File: src/rtl/srt_pkg.sv
package srt_pkg;

    // Item kinds on the input stream (tuser)
    localparam logic [1:0] FUNC_HEADER = 2'd0;
    localparam logic [1:0] FUNC_FRAME  = 2'd1;
    localparam logic [1:0] FUNC_TICK   = 2'd2;

    // First flag byte of a busy reply header
    localparam logic [7:0] BUSY_REPLY = 8'h01;

    // Number of repeaters that the lookup may address
    localparam int REPEATER_COUNT = 16;

    // Result actions
    localparam logic [3:0] ACT_IGNORED   = 4'd0;
    localparam logic [3:0] ACT_BUSY      = 4'd1;
    localparam logic [3:0] ACT_CONF      = 4'd2;
    localparam logic [3:0] ACT_DUP       = 4'd3;
    localparam logic [3:0] ACT_UNKNOWN   = 4'd4;
    localparam logic [3:0] ACT_ADDED     = 4'd5;
    localparam logic [3:0] ACT_FULL      = 4'd6;
    localparam logic [3:0] ACT_FWD       = 4'd7;
    localparam logic [3:0] ACT_FWD_CLOSE = 4'd8;
    localparam logic [3:0] ACT_TICK      = 4'd9;

    // Configuration register indexes
    localparam logic [1:0] CFG_ROUTES_IN_USE = 2'd0;
    localparam logic [1:0] CFG_IDLE_TIMEOUT  = 2'd1;
    localparam logic [1:0] CFG_LOG_ENABLE    = 2'd2;

    // Configuration reset values
    localparam logic [4:0]  ROUTES_RESET  = 5'd16;
    localparam logic [15:0] TIMEOUT_RESET = 16'd2000;

    // Stream widths
    localparam int S_TDATA_W = 40;
    localparam int M_TDATA_W = 32;

    typedef enum logic [2:0] {
        CK_IGNORE,
        CK_BUSY,
        CK_CONF_HDR,
        CK_CONF_FRAME,
        CK_HEADER,
        CK_FRAME,
        CK_TICK
    } cmd_kind_t;

    typedef struct packed {
        cmd_kind_t   kind;
        logic [15:0] stream_id;
        logic        rep_ok;
        logic [3:0]  repeater;
        logic        end_flag;
        logic [9:0]  elapsed_ms;
    } cmd_t;

    typedef struct packed {
        logic [4:0]  routes_in_use;
        logic [15:0] idle_timeout_ms;
        logic        header_log_enable;
    } cfg_t;

    typedef enum logic [1:0] {
        BK_IDLE,
        BK_LOOK,
        BK_EXEC
    } back_state_t;

endpackage

File: src/rtl/stream_route_table_with_timeout.sv
// Channel   Dir  Handshake          Payload
// s_*       in   s_tvalid/s_tready  s_tdata ids and flags, s_tuser kind, s_tlast end flag
// m_*       out  m_tvalid/m_tready  m_tdata route result, m_tuser action
// cfg_*     in   cfg_we             cfg_addr register index, cfg_data value
//
// In the table engine an item passes a lookup state, which compares its id to
// every slot and picks the first hit and free slot, then an execute state,
// which updates the table and loads the output register. A two-deep command
// queue in front takes input words while a result waits on m_tready.
// Reset clears all routes and loads the default configuration.
module stream_route_table_with_timeout
    import srt_pkg::*;
#(
    parameter int MAX_ROUTES = 16
)
(
    input  logic                 clk,
    input  logic                 rst_n,
    input  logic                 s_tvalid,
    output logic                 s_tready,
    // stream_id[15:0], busy_flag[23:16], conference_match[24],
    // repeater_found[25], repeater_index[29:26], elapsed_ms[39:30]
    input  logic [S_TDATA_W-1:0] s_tdata,
    // func[1:0]
    input  logic [1:0]           s_tuser,
    input  logic                 s_tlast,
    output logic                 m_tvalid,
    input  logic                 m_tready,
    // target_repeater[3:0], slot_index[7:4], expired_slots[23:8],
    // write_header_log[24], log_as_conference[25], zero fill above
    output logic [M_TDATA_W-1:0] m_tdata,
    // action[3:0]
    output logic [3:0]           m_tuser,
    input  logic                 cfg_we,
    input  logic [1:0]           cfg_addr,
    input  logic [15:0]          cfg_data
);

    cfg_t cfg_reg;
    logic q_push;
    logic q_pop;
    logic q_empty;
    logic q_full;
    cmd_t push_cmd;
    cmd_t head_cmd;

    // Configuration registers
    always_ff @(posedge clk or negedge rst_n)
    begin
        if (!rst_n)
        begin
            cfg_reg.routes_in_use     <= ROUTES_RESET;
            cfg_reg.idle_timeout_ms   <= TIMEOUT_RESET;
            cfg_reg.header_log_enable <= 1'b0;
        end
        else if (cfg_we)
        begin
            unique case (cfg_addr)
                CFG_ROUTES_IN_USE: cfg_reg.routes_in_use     <= cfg_data[4:0];
                CFG_IDLE_TIMEOUT:  cfg_reg.idle_timeout_ms   <= cfg_data;
                CFG_LOG_ENABLE:    cfg_reg.header_log_enable <= cfg_data[0];
                default:           cfg_reg <= cfg_reg;
            endcase
        end
    end

    srt_front u_front (
        .s_tvalid (s_tvalid),
        .s_tready (s_tready),
        .s_tdata  (s_tdata),
        .s_tuser  (s_tuser),
        .s_tlast  (s_tlast),
        .q_full   (q_full),
        .q_push   (q_push),
        .q_cmd    (push_cmd)
    );

    srt_queue u_queue (
        .clk      (clk),
        .rst_n    (rst_n),
        .push     (q_push),
        .push_cmd (push_cmd),
        .pop      (q_pop),
        .head     (head_cmd),
        .empty    (q_empty),
        .full     (q_full)
    );

    srt_back #(
        .MAX_ROUTES (MAX_ROUTES)
    ) u_back (
        .clk      (clk),
        .rst_n    (rst_n),
        .cfg      (cfg_reg),
        .q_empty  (q_empty),
        .q_head   (head_cmd),
        .q_pop    (q_pop),
        .m_tvalid (m_tvalid),
        .m_tready (m_tready),
        .m_tdata  (m_tdata),
        .m_tuser  (m_tuser)
    );

endmodule

File: src/rtl/srt_front.sv
module srt_front
    import srt_pkg::*;
(
    input  logic                 s_tvalid,
    output logic                 s_tready,
    // stream_id[15:0], busy_flag[23:16], conference_match[24],
    // repeater_found[25], repeater_index[29:26], elapsed_ms[39:30]
    input  logic [S_TDATA_W-1:0] s_tdata,
    // func[1:0]
    input  logic [1:0]           s_tuser,
    // end_flag
    input  logic                 s_tlast,
    input  logic                 q_full,
    output logic                 q_push,
    output cmd_t                 q_cmd
);

    localparam logic [6:0] REP_LIMIT = 7'(REPEATER_COUNT);

    logic [15:0] stream_id;
    logic [7:0]  busy_flag;
    logic        conf_match;
    logic        rep_found;
    logic [3:0]  rep_index;
    logic [9:0]  elapsed_ms;

    // Unpack the word
    assign stream_id  = s_tdata[15:0];
    assign busy_flag  = s_tdata[23:16];
    assign conf_match = s_tdata[24];
    assign rep_found  = s_tdata[25];
    assign rep_index  = s_tdata[29:26];
    assign elapsed_ms = s_tdata[39:30];

    // Accept while the queue has room
    assign s_tready = !q_full;
    assign q_push   = s_tvalid && !q_full;

    // Classify the item
    always_comb
    begin
        q_cmd.stream_id  = stream_id;
        q_cmd.rep_ok     = rep_found && ({3'b000, rep_index} < REP_LIMIT);
        q_cmd.repeater   = rep_index;
        q_cmd.end_flag   = s_tlast;
        q_cmd.elapsed_ms = elapsed_ms;
        case (s_tuser)
            FUNC_HEADER:
            begin
                if (busy_flag == BUSY_REPLY)
                    q_cmd.kind = CK_BUSY;
                else if (conf_match)
                    q_cmd.kind = CK_CONF_HDR;
                else
                    q_cmd.kind = CK_HEADER;
            end
            FUNC_FRAME:
            begin
                if (conf_match)
                    q_cmd.kind = CK_CONF_FRAME;
                else
                    q_cmd.kind = CK_FRAME;
            end
            FUNC_TICK:
                q_cmd.kind = CK_TICK;
            default:
                q_cmd.kind = CK_IGNORE;
        endcase
    end

endmodule

File: src/rtl/srt_queue.sv
module srt_queue
    import srt_pkg::*;
(
    input  logic clk,
    input  logic rst_n,
    input  logic push,
    input  cmd_t push_cmd,
    input  logic pop,
    output cmd_t head,
    output logic empty,
    output logic full
);

    localparam int DEPTH = 2;

    cmd_t       entry_reg [DEPTH];
    logic       wr_ptr_reg;
    logic       wr_ptr_next;
    logic       rd_ptr_reg;
    logic       rd_ptr_next;
    logic [1:0] count_reg;
    logic [1:0] count_next;
    logic       do_push;
    logic       do_pop;

    assign empty   = (count_reg == 2'd0);
    assign full    = (count_reg == 2'(DEPTH));
    assign head    = entry_reg[rd_ptr_reg];
    assign do_push = push && !full;
    assign do_pop  = pop && !empty;

    // Advance pointers and count
    always_comb
    begin
        wr_ptr_next = do_push ? !wr_ptr_reg : wr_ptr_reg;
        rd_ptr_next = do_pop ? !rd_ptr_reg : rd_ptr_reg;
        count_next  = count_reg;
        if (do_push && !do_pop)
            count_next = count_reg + 2'd1;
        else if (do_pop && !do_push)
            count_next = count_reg - 2'd1;
    end

    always_ff @(posedge clk or negedge rst_n)
    begin
        if (!rst_n)
        begin
            wr_ptr_reg <= 1'b0;
            rd_ptr_reg <= 1'b0;
            count_reg  <= 2'd0;
        end
        else
        begin
            wr_ptr_reg <= wr_ptr_next;
            rd_ptr_reg <= rd_ptr_next;
            count_reg  <= count_next;
        end
    end

    // Store the pushed command
    always_ff @(posedge clk)
    begin
        if (do_push)
            entry_reg[wr_ptr_reg] <= push_cmd;
    end

endmodule

File: src/rtl/srt_back.sv
module srt_back
    import srt_pkg::*;
#(
    parameter int MAX_ROUTES = 16
)
(
    input  logic                 clk,
    input  logic                 rst_n,
    input  cfg_t                 cfg,
    input  logic                 q_empty,
    input  cmd_t                 q_head,
    output logic                 q_pop,
    output logic                 m_tvalid,
    input  logic                 m_tready,
    // target_repeater[3:0], slot_index[7:4], expired_slots[23:8],
    // write_header_log[24], log_as_conference[25], zero fill above
    output logic [M_TDATA_W-1:0] m_tdata,
    // action[3:0]
    output logic [3:0]           m_tuser
);

    localparam int SLOT_W = (MAX_ROUTES > 1) ? $clog2(MAX_ROUTES) : 1;
    localparam int MASK_N = (MAX_ROUTES < 16) ? MAX_ROUTES : 16;

    back_state_t state_reg;
    back_state_t state_next;

    cmd_t cmd_reg;

    // Route table
    logic [MAX_ROUTES-1:0] slot_valid_reg;
    logic [MAX_ROUTES-1:0] slot_valid_next;
    logic [15:0]           slot_stream_reg [MAX_ROUTES];
    logic [15:0]           slot_stream_next [MAX_ROUTES];
    logic [3:0]            slot_rep_reg [MAX_ROUTES];
    logic [3:0]            slot_rep_next [MAX_ROUTES];
    logic [15:0]           slot_idle_reg [MAX_ROUTES];
    logic [15:0]           slot_idle_next [MAX_ROUTES];

    // Lookup results
    logic [MAX_ROUTES-1:0] enabled;
    logic [MAX_ROUTES-1:0] match_vec;
    logic [MAX_ROUTES-1:0] free_vec;
    logic [SLOT_W-1:0]     hit_idx;
    logic                  hit_any;
    logic [SLOT_W-1:0]     free_idx;
    logic                  free_any;
    logic [SLOT_W-1:0]     hit_idx_reg;
    logic                  hit_any_reg;
    logic [SLOT_W-1:0]     free_idx_reg;
    logic                  free_any_reg;

    // Tick aging
    logic [15:0]           idle_aged [MAX_ROUTES];
    logic [MAX_ROUTES-1:0] expire;
    logic [15:0]           mask_vec;

    // Result of the current command
    logic                  routes_off;
    logic [3:0]            res_action;
    logic [3:0]            res_target;
    logic [SLOT_W-1:0]     res_slot;
    logic                  res_wlog;
    logic                  res_lconf;
    logic [SLOT_W+3:0]     res_slot_ext;

    // Output register
    logic                  out_valid_reg;
    logic [3:0]            out_action_reg;
    logic [3:0]            out_target_reg;
    logic [3:0]            out_slot_reg;
    logic [15:0]           out_expired_reg;
    logic                  out_wlog_reg;
    logic                  out_lconf_reg;

    logic                  out_free;
    logic                  commit;
    logic                  load_cmd;

    assign out_free   = !out_valid_reg || m_tready;
    assign routes_off = (cfg.routes_in_use == 5'd0);

    // Mark slots below the configured count
    always_comb
    begin
        for (int i = 0; i < MAX_ROUTES; i++)
            enabled[i] = (7'(i) < {2'b00, cfg.routes_in_use});
    end

    // Compare the id against every slot
    always_comb
    begin
        for (int i = 0; i < MAX_ROUTES; i++)
        begin
            match_vec[i] = enabled[i] && slot_valid_reg[i]
                           && (slot_stream_reg[i] == cmd_reg.stream_id);
            free_vec[i]  = enabled[i] && !slot_valid_reg[i];
        end
    end

    // Pick the lowest matching and lowest free slot
    always_comb
    begin
        hit_idx  = '0;
        free_idx = '0;
        for (int i = MAX_ROUTES - 1; i >= 0; i--)
        begin
            if (match_vec[i])
                hit_idx = SLOT_W'(i);
            if (free_vec[i])
                free_idx = SLOT_W'(i);
        end
        hit_any  = |match_vec;
        free_any = |free_vec;
    end

    // Age live slots with saturation
    always_comb
    begin
        logic [16:0] sum;
        for (int i = 0; i < MAX_ROUTES; i++)
        begin
            sum          = {1'b0, slot_idle_reg[i]} + {7'b0, cmd_reg.elapsed_ms};
            idle_aged[i] = sum[16] ? 16'hFFFF : sum[15:0];
            expire[i]    = enabled[i] && slot_valid_reg[i]
                           && (cfg.idle_timeout_ms != 16'd0)
                           && (idle_aged[i] >= cfg.idle_timeout_ms);
        end
    end

    // Report expiries of the first sixteen slots
    always_comb
    begin
        mask_vec = '0;
        mask_vec[MASK_N-1:0] = expire[MASK_N-1:0];
    end

    // Next state
    always_comb
    begin
        state_next = state_reg;
        unique case (state_reg)
            BK_IDLE:
                if (!q_empty)
                    state_next = BK_LOOK;
            BK_LOOK:
                state_next = BK_EXEC;
            BK_EXEC:
                if (out_free)
                    state_next = q_empty ? BK_IDLE : BK_LOOK;
            default:
                state_next = BK_IDLE;
        endcase
    end

    // Control outputs
    always_comb
    begin
        commit   = 1'b0;
        load_cmd = 1'b0;
        unique case (state_reg)
            BK_IDLE:
                load_cmd = !q_empty;
            BK_LOOK:
                load_cmd = 1'b0;
            BK_EXEC:
            begin
                commit   = out_free;
                load_cmd = out_free && !q_empty;
            end
            default:
            begin
                commit   = 1'b0;
                load_cmd = 1'b0;
            end
        endcase
    end

    assign q_pop = load_cmd;

    // Work out the result of the command
    always_comb
    begin
        res_action = ACT_IGNORED;
        res_target = 4'd0;
        res_slot   = '0;
        res_wlog   = 1'b0;
        res_lconf  = 1'b0;
        case (cmd_reg.kind)
            CK_BUSY:
                res_action = ACT_BUSY;
            CK_CONF_HDR:
            begin
                res_action = ACT_CONF;
                res_wlog   = cfg.header_log_enable;
                res_lconf  = 1'b1;
            end
            CK_CONF_FRAME:
                res_action = ACT_CONF;
            CK_HEADER:
            begin
                if (routes_off)
                    res_action = ACT_IGNORED;
                else if (hit_any_reg)
                begin
                    res_action = ACT_DUP;
                    res_slot   = hit_idx_reg;
                    res_target = slot_rep_reg[hit_idx_reg];
                end
                else if (!cmd_reg.rep_ok)
                    res_action = ACT_UNKNOWN;
                else if (free_any_reg)
                begin
                    res_action = ACT_ADDED;
                    res_slot   = free_idx_reg;
                    res_target = cmd_reg.repeater;
                    res_wlog   = cfg.header_log_enable;
                end
                else
                    res_action = ACT_FULL;
            end
            CK_FRAME:
            begin
                if (hit_any_reg)
                begin
                    res_action = cmd_reg.end_flag ? ACT_FWD_CLOSE : ACT_FWD;
                    res_slot   = hit_idx_reg;
                    res_target = slot_rep_reg[hit_idx_reg];
                end
            end
            CK_TICK:
                res_action = ACT_TICK;
            default:
                res_action = ACT_IGNORED;
        endcase
    end

    assign res_slot_ext = {4'b0000, res_slot};

    // Update the table on commit
    always_comb
    begin
        slot_valid_next = slot_valid_reg;
        for (int i = 0; i < MAX_ROUTES; i++)
        begin
            slot_stream_next[i] = slot_stream_reg[i];
            slot_rep_next[i]    = slot_rep_reg[i];
            slot_idle_next[i]   = slot_idle_reg[i];
        end
        if (commit)
        begin
            case (cmd_reg.kind)
                CK_HEADER:
                begin
                    if (res_action == ACT_ADDED)
                    begin
                        slot_valid_next[free_idx_reg]  = 1'b1;
                        slot_stream_next[free_idx_reg] = cmd_reg.stream_id;
                        slot_rep_next[free_idx_reg]    = cmd_reg.repeater;
                        slot_idle_next[free_idx_reg]   = 16'd0;
                    end
                end
                CK_FRAME:
                begin
                    if (hit_any_reg)
                    begin
                        slot_idle_next[hit_idx_reg] = 16'd0;
                        if (cmd_reg.end_flag)
                            slot_valid_next[hit_idx_reg] = 1'b0;
                    end
                end
                CK_TICK:
                begin
                    for (int i = 0; i < MAX_ROUTES; i++)
                    begin
                        if (enabled[i] && slot_valid_reg[i])
                        begin
                            slot_idle_next[i] = idle_aged[i];
                            if (expire[i])
                                slot_valid_next[i] = 1'b0;
                        end
                    end
                end
                default:
                begin
                    slot_valid_next = slot_valid_reg;
                end
            endcase
        end
    end

    // Control registers
    always_ff @(posedge clk or negedge rst_n)
    begin
        if (!rst_n)
        begin
            state_reg      <= BK_IDLE;
            slot_valid_reg <= '0;
            out_valid_reg  <= 1'b0;
        end
        else
        begin
            state_reg      <= state_next;
            slot_valid_reg <= slot_valid_next;
            if (commit)
                out_valid_reg <= 1'b1;
            else if (m_tready)
                out_valid_reg <= 1'b0;
        end
    end

    // Table payload, command and lookup registers
    always_ff @(posedge clk)
    begin
        for (int i = 0; i < MAX_ROUTES; i++)
        begin
            slot_stream_reg[i] <= slot_stream_next[i];
            slot_rep_reg[i]    <= slot_rep_next[i];
            slot_idle_reg[i]   <= slot_idle_next[i];
        end
        if (load_cmd)
            cmd_reg <= q_head;
        if (state_reg == BK_LOOK)
        begin
            hit_idx_reg  <= hit_idx;
            hit_any_reg  <= hit_any;
            free_idx_reg <= free_idx;
            free_any_reg <= free_any;
        end
        if (commit)
        begin
            out_action_reg  <= res_action;
            out_target_reg  <= res_target;
            out_slot_reg    <= res_slot_ext[3:0];
            out_expired_reg <= (cmd_reg.kind == CK_TICK) ? mask_vec : 16'd0;
            out_wlog_reg    <= res_wlog;
            out_lconf_reg   <= res_lconf;
        end
    end

    assign m_tvalid = out_valid_reg;
    assign m_tuser  = out_action_reg;
    assign m_tdata  = {6'd0, out_lconf_reg, out_wlog_reg, out_expired_reg,
                       out_slot_reg, out_target_reg};

`ifndef SYNTHESIS
    a_pop_nonempty: assert property (@(posedge clk) disable iff (!rst_n)
        q_pop |-> !q_empty)
        else $error("queue popped while empty");

    a_look_then_exec: assert property (@(posedge clk) disable iff (!rst_n)
        (state_reg == BK_LOOK) |=> (state_reg == BK_EXEC))
        else $error("lookup not followed by execute");

    a_commit_shows: assert property (@(posedge clk) disable iff (!rst_n)
        commit |=> out_valid_reg)
        else $error("committed result not presented");

    a_mask_tick_only: assert property (@(posedge clk) disable iff (!rst_n)
        (out_valid_reg && out_action_reg != ACT_TICK) |-> (out_expired_reg == 16'd0))
        else $error("expiry mask on a non-tick result");
`endif

endmodule
File: config.mk
export PLATFORM = sky130hd
export DESIGN_NAME = stream_route_table_with_timeout
export DESIGN_NICKNAME = d
export VERILOG_FILES = /design/src/rtl/srt_pkg.sv /design/src/rtl/stream_route_table_with_timeout.sv /design/src/rtl/srt_front.sv /design/src/rtl/srt_queue.sv /design/src/rtl/srt_back.sv
export SDC_FILE = /design/constraint.sdc
export NUM_CORES = 2
export LEC_CHECK = 0
export BUFFER_PORTS_ARGS = -buffer_cell sky130_fd_sc_hd__buf_2
export CAP_MARGIN = 20
export CORE_ASPECT_RATIO = 0.8
export CORE_MARGIN = 4
export CORE_UTILIZATION = 38
export DETAILED_ROUTE_END_ITERATION = 10
export SLEW_MARGIN = 20
export SYNTH_ARGS = -nofsm -noshare
export SYNTH_HDL_FRONTEND = slang
export SYNTH_SLANG_ARGS = --single-unit
File: constraint.sdc
create_clock -name clk -period 9.85 [get_ports clk]
set_input_delay 1.97 -clock clk [delete_from_list [all_inputs] [get_ports clk]]
set_output_delay 1.97 -clock clk [all_outputs]
set_load 0.02 [all_outputs]
Word-level counts from Yosys, hierarchy flattened
Memory sizes are Yosys's and may differ from the RTL's. A register that Yosys moved wholly into a read port is not among the register bits.
Cells that the tools add are included.
{"block": "word_totals", "ram_bits": 646, "elab_cells": 492, "inputBits": 66, "ff_bits": 85, "mem_count": 4, "output_inout_bits": 38}
{"block": "classes", "n_reduce_logical": 152, "bitwise": 9, "add_sub_neg": 18, "n_mux": 161, "n_eq_ne": 68, "order_cmp": 40}
{"name": "u_back.slot_idle_reg", "depth": 16, "width": 16, "read_ports": 16, "rd_ports_with_merged_regs": 0, "wr": 16, "line": "srt_back.sv:37", "rtl": "logic [15:0] slot_idle_reg [MAX_ROUTES];"}
{"name": "u_back.slot_stream_reg", "depth": 16, "width": 16, "read_ports": 16, "rd_ports_with_merged_regs": 0, "wr": 16, "line": "srt_back.sv:33", "rtl": "logic [15:0] slot_stream_reg [MAX_ROUTES];"}
{"name": "u_queue.entry_reg", "depth": 2, "width": 35, "read_ports": 1, "rd_ports_with_merged_regs": 1, "wr": 1, "line": "srt_queue.sv:16", "rtl": "cmd_t entry_reg [DEPTH];"}
{"name": "u_back.slot_rep_reg", "depth": 16, "width": 4, "read_ports": 17, "rd_ports_with_merged_regs": 0, "wr": 16, "line": "srt_back.sv:35", "rtl": "logic [3:0] slot_rep_reg [MAX_ROUTES];"}
{"op": "2-to-1 mux 256 bit", "count": 6}
{"op": "one-hot mux 256 bit (3 select lines)", "count": 1}
{"op": "2-to-1 mux 16 bit", "count": 37}
{"op": "AND 256 bit", "count": 2}
{"op": "inverter 256 bit", "count": 2}
{"op": "adder 16 x 10 -> 17 bit", "count": 16}
{"op": "bitwise mux 256 bit", "count": 1}
{"op": "equality test 16 bit", "count": 16}
{"op": ">= comparator 16 bit", "count": 16}
{"op": "2-to-1 mux 64 bit", "count": 3}
{"op": "demux 16 bit (select 4 bit)", "count": 2}
{"op": "2-to-1 mux 4 bit", "count": 32}
{"op": "AND reduction 7 bit", "count": 16}
{"op": "logical AND 1 bit", "count": 90}
{"op": "!= test 2 x 1 -> 1 bit, second input constant", "count": 36}
{"op": "bitwise mux 64 bit", "count": 1}
{"op": "one-hot mux 16 bit (3 select lines)", "count": 1}
{"op": "2-to-1 mux 1 bit", "count": 47}
{"op": "< comparator 4 x 5 -> 1 bit, first input constant", "count": 8}
{"op": "2-to-1 mux 3 bit", "count": 11}
{"op": "OR reduction 16 bit", "count": 2}
{"op": "logical NOT 1 bit", "count": 23}
{"op": "< comparator 3 x 5 -> 1 bit, first input constant", "count": 4}
{"op": "one-hot mux 4 bit (5 select lines)", "count": 1}
{"op": "37 further kinds", "count": 74}

Logic depth before layout (Yosys ltp)
{"block": "logic_depth", "word_depth": 18, "ltp_mapped": 21, "ltp_nobuf": 20}

Hierarchy
From an unflattened synthesis, not the netlist that was laid out.
{"block": "unflattened", "hier_cells": 4285, "hier_area_um2": 48114.9}
{"module": "srt_back", "area_per_inst_um2": 43995.9, "instances": 1, "cells_per_inst": 4064, "seq_area_each_um2": 20024.2}
{"module": "srt_queue", "area_per_inst_um2": 2872.8, "instances": 1, "cells_per_inst": 128, "seq_area_each_um2": 2202.1}
{"module": "stream_route_table_with_timeout", "area_per_inst_um2": 902.1, "instances": 1, "cells_per_inst": 48, "seq_area_each_um2": 559.3}
{"module": "srt_front", "area_per_inst_um2": 344.1, "instances": 1, "cells_per_inst": 45, "seq_area_each_um2": 0.0}

Worst setup path after synthesis
OpenSTA, ideal clock, no wires.
{"block": "synth_timing", "kind": "input to register", "startpoint": "in m_tready", "endpoint": "mem u_back.slot_rep_reg[15][0] (enable)", "arrival_ns": 5.398, "setup_time_ns": 0.422, "setup_slack_ns": 4.030, "path_stages": 4, "cell_sequence": "nor2b_1 -> nor2_1 -> nand3_1 -> nor3_1"}
{"item": "from (decl)", "line": "stream_route_table_with_timeout.sv:28", "rtl": "input logic m_tready,"}
{"item": "to (decl)", "line": "srt_back.sv:35"}

Final worst setup path
{"block": "layout_timing", "startpoint": "reg u_back.cmd_reg[1] (netlist name)", "endpoint": "reg u_back.slot_valid_reg[8]"}
{"block": "layout_via", "elab_chain_cells": 6}
{"item": "adder 16 x 10 -> 17 bit", "line": "srt_back.sv:123", "rtl": "sum = {1'b0, slot_idle_reg[i]} + {7'b0, cmd_reg.elapsed_ms};"}
{"item": "2-to-1 mux 16 bit", "line": "srt_back.sv:124", "rtl": "idle_aged[i] = sum[16] ? 16'hFFFF : sum[15:0];"}
{"item": ">= comparator 16 bit", "line": "srt_back.sv:127", "rtl": "&& (idle_aged[i] >= cfg.idle_timeout_ms);"}
{"item": "logical AND 1 bit", "line": "srt_back.sv:127"}
{"item": "!= test 2 x 1 -> 1 bit (no line)"}
{"item": "AND reduction 7 bit (no line)"}
{"item": "to (signal assigned)", "line": "srt_back.sv:304", "rtl": "slot_valid_reg <= slot_valid_next;"}
{"item": "to (decl)", "line": "srt_back.sv:31", "rtl": "logic [MAX_ROUTES-1:0] slot_valid_reg;"}
No other way between the ends.
A chain may end at the register's enable or synchronous reset.

==> metrics.txt <==
status finished, final reports clean; Startpoint Class flop; Resize count post-CTS 0; Slew Viols, Final 0; top post-synthesis cells by area edfxtp_1 (45%), ha_1 (11%), xor2_1 (3.8%), xnor2_1 (3.2%), nand2_1 (3.1%); peak supply drop 0.0001666 V; CTS tree done; layout cells sized above 1 0.1183; Post-synth ARST share 0.05875; Worst EP required 10.47 ns; DR WL/cell 22.23 µm; CP endpoint kind flop; GR Overflow Total 0; DRT iter0 DRCs 3512; nets 4951; PwrDens 305.7 nW/µm²; Die Y 325.7 µm; top_reg_cell synth edfxtp_1; first-pass GRT wire length 207.8 mm; synth unique cells 103; RSZ-0062 raised after global routing no; GP Congestion 0.8810; met2 Use GR 0.3017; LEAKAGE 20.01 nW; Min Hold Slack 0.5013 ns; DRC Markers 0; Tot GR Track Use 0.2042; area grow syn2layout 10.96%; post-CTS setup repair buffer count 0; die area 132000 µm²; GR peak layer met1; Setup TNS Final 0 ns; pin count of the biggest net entering global routing 76; Slew HR 0.2429; Mean Syn Cell Area 11.04 µm²; die width 405.2 µm; FF+latch count, synth 766; Mapped Cells 4344; Post-synth EDFFs 721; grt met1 use 0.3125; clk_lat worst skew 0.70 ns; H-Tree Level Count 3; Finish-stage setup viols 0; Post-Syn Area 47950 µm²; Max Fclk 0.1818 GHz; First-pass DRT Iterations 6; clock period minus worst slack 5.500 ns; critical path start-end classification reg2reg; CTS Buf Count 85; CP Max Fanout 22; worst clock skew 0.05542 ns; cts hold-fix bufs 0; clock buffer depth 3; final wirelength 137.3 mm; Core Box Area 125300 µm²; hold crit path type reg2reg; yosys warns 0; Tcrit/Tclk final 0.5584; met3 Use GR 0.03228; CTS Sinks 766; Initial Util 0.3829; count leader, synth edfxtp_1; Rows 116; num ports 104; CP arrival 6.12 ns; max cap viols 0; vias after detailed routing 35150; Root Buffer clkbuf_16; Inserted Diodes 0; input/output buffers 97; detailed placer's ending HPWL 89.11 mm; Final Hold Viols 0; Vias/cell 5.693; clock-pin transition on the worst setup and hold timing paths 0.06 ns; Yosys top cell area share 0.4515; antenna violations before repair 5; Routed Antenna Nets 0; cell taking the most area after synthesis edfxtp_1; post-synthesis sequential area ratio 0.4751; Slew @ Worst Pin 1.125 ns; vias in the first global route 33250; Commonest cells post-synth edfxtp_1 (721), ha_1 (417), nand2_1 (392), nor2_1 (309), a21oi_1 (262)
-- through the flow --
step | instance area, µm² | total power, W | setup WS [ns] | util | cells
5_1_grt | 53210 | 0.01751 | 3.900 | 0.4248 | 6174
4_1_cts | 53180 | 0.01628 | 4.354 | 0.4245 | 6174
3_5_place_dp | 50460 | 0.01310 | 4.395 | 0.4029 | 6017
3_3_place_gp | 50460 | 0.01296 | 4.357 | 0.4029 | 6017
6_report | 53210 | 0.01627 | 4.350 | 0.4248 | 6174
2_1_floorplan | 47970 | 0.01073 | 4.030 | - | 4349
-- worst paths after layout --
path,from,endpoint,slack (ns),cells after the start
worst min-delay path,u_queue.count_reg[1],u_queue.count_reg[1],0.50,1
min in group asynchronous,rst_n,cfg_reg[12],1.43,2
max in group asynchronous,rst_n,u_back.slot_valid_reg[4],7.92,2
worst max register to register,u_back.cmd_reg[1],u_back.slot_valid_reg[8],4.35,20
worst max-delay path,u_back.cmd_reg[1],u_back.slot_valid_reg[8],4.35,20
worst min register to register,u_queue.count_reg[1],u_queue.count_reg[1],0.50,1
-- where the power goes --
group | switching (W) | internal (W) | leakage [nW]
Clock | 0.00140 | 0.00172 | 1.32
Combinational | 0.00523 | 0.00327 | 11.6
Sequential | 0.000307 | 0.00434 | 7.11
Total | 0.00694 | 0.00933 | 20.0
-- cells in the final DEF (no fill, tap or decap), types with 31 or more instances in the layout --
master / count
nand2b_1: 77
clkbuf_16: 86
nor2b_1: 57
a211oi_1: 33
and2_1: 35
buf_4: 94
xnor2_1: 174
nand3_1: 103
a21o_1: 96
ha_1: 417
o21ai_0: 185
a22o_1: 51
inv_1: 84
nand4_1: 68
nor3_1: 97
a31oi_1: 59
o21a_1: 76
xor2_1: 209
nor2_1: 294
dfrtp_1: 38
edfxtp_1: 721
a311oi_1: 32
nand2_1: 391
buf_2: 97
o2bb2ai_1: 77
mux2_2: 82
nor4_1: 51
a21oi_1: 258
or2_2: 31
-- critical path: stages (launching register included) --
cell and delay [ns]:
edfxtp_1 0.36, buf_4 0.23, buf_4 0.31, fa_1 0.52, a211oi_1 0.26, nor2_1 0.10
o21ai_1 0.15, a21oi_1 0.12, o31a_1 0.29, and3_4 0.21, nand3_1 0.36, nand2_1 0.10
ha_1 0.31, a21o_1 0.16, a21oi_1 0.14, o21ai_0 0.11, a2111oi_0 0.38, a211oi_1 0.14
a211oi_1 0.78, o21ai_0 0.19, a21oi_1 0.17
-- final cells by class --
cell class,count,area [µm²]
Clock buffer,116,2315
Clock inverter,41,399.1
Fill cell,11750,72050
Inverter,85,319.1
Multi-Input combinational cell,3323,24130
Sequential cell,766,22790
Tap cell,1652,2067
Timing Repair Buffer,191,1191
-- kinds of logic (layout without fill, tap and decap cells) --
kind of cell | count (synthesis) | after routing | share of synthesized area
and+or+nand+nor | 1325 | 1325 | 0.1347
xor gates and xnor gates | 383 | 383 | 0.06995
AOI/OAI and AO/OA | 1057 | 1057 | 0.1476
muxes | 119 | 119 | 0.03220
adders and majority gates | 433 | 433 | 0.1155
buffers and inverters | 260 | 433 | 0.02486
other | 1 | 6 | 0.00007820
DFF | 766 | 766 | 0.4751
-- routing by layer --
metal / part of all wire / up-vias
met5: 0 / -
met4: 0.022 / 0
met1: 0.49 / 17180
li1: - / 16610
met2: 0.42 / 1170
met3: 0.070 / 189
No activity file was read; power rests on OpenSTA's default activity.
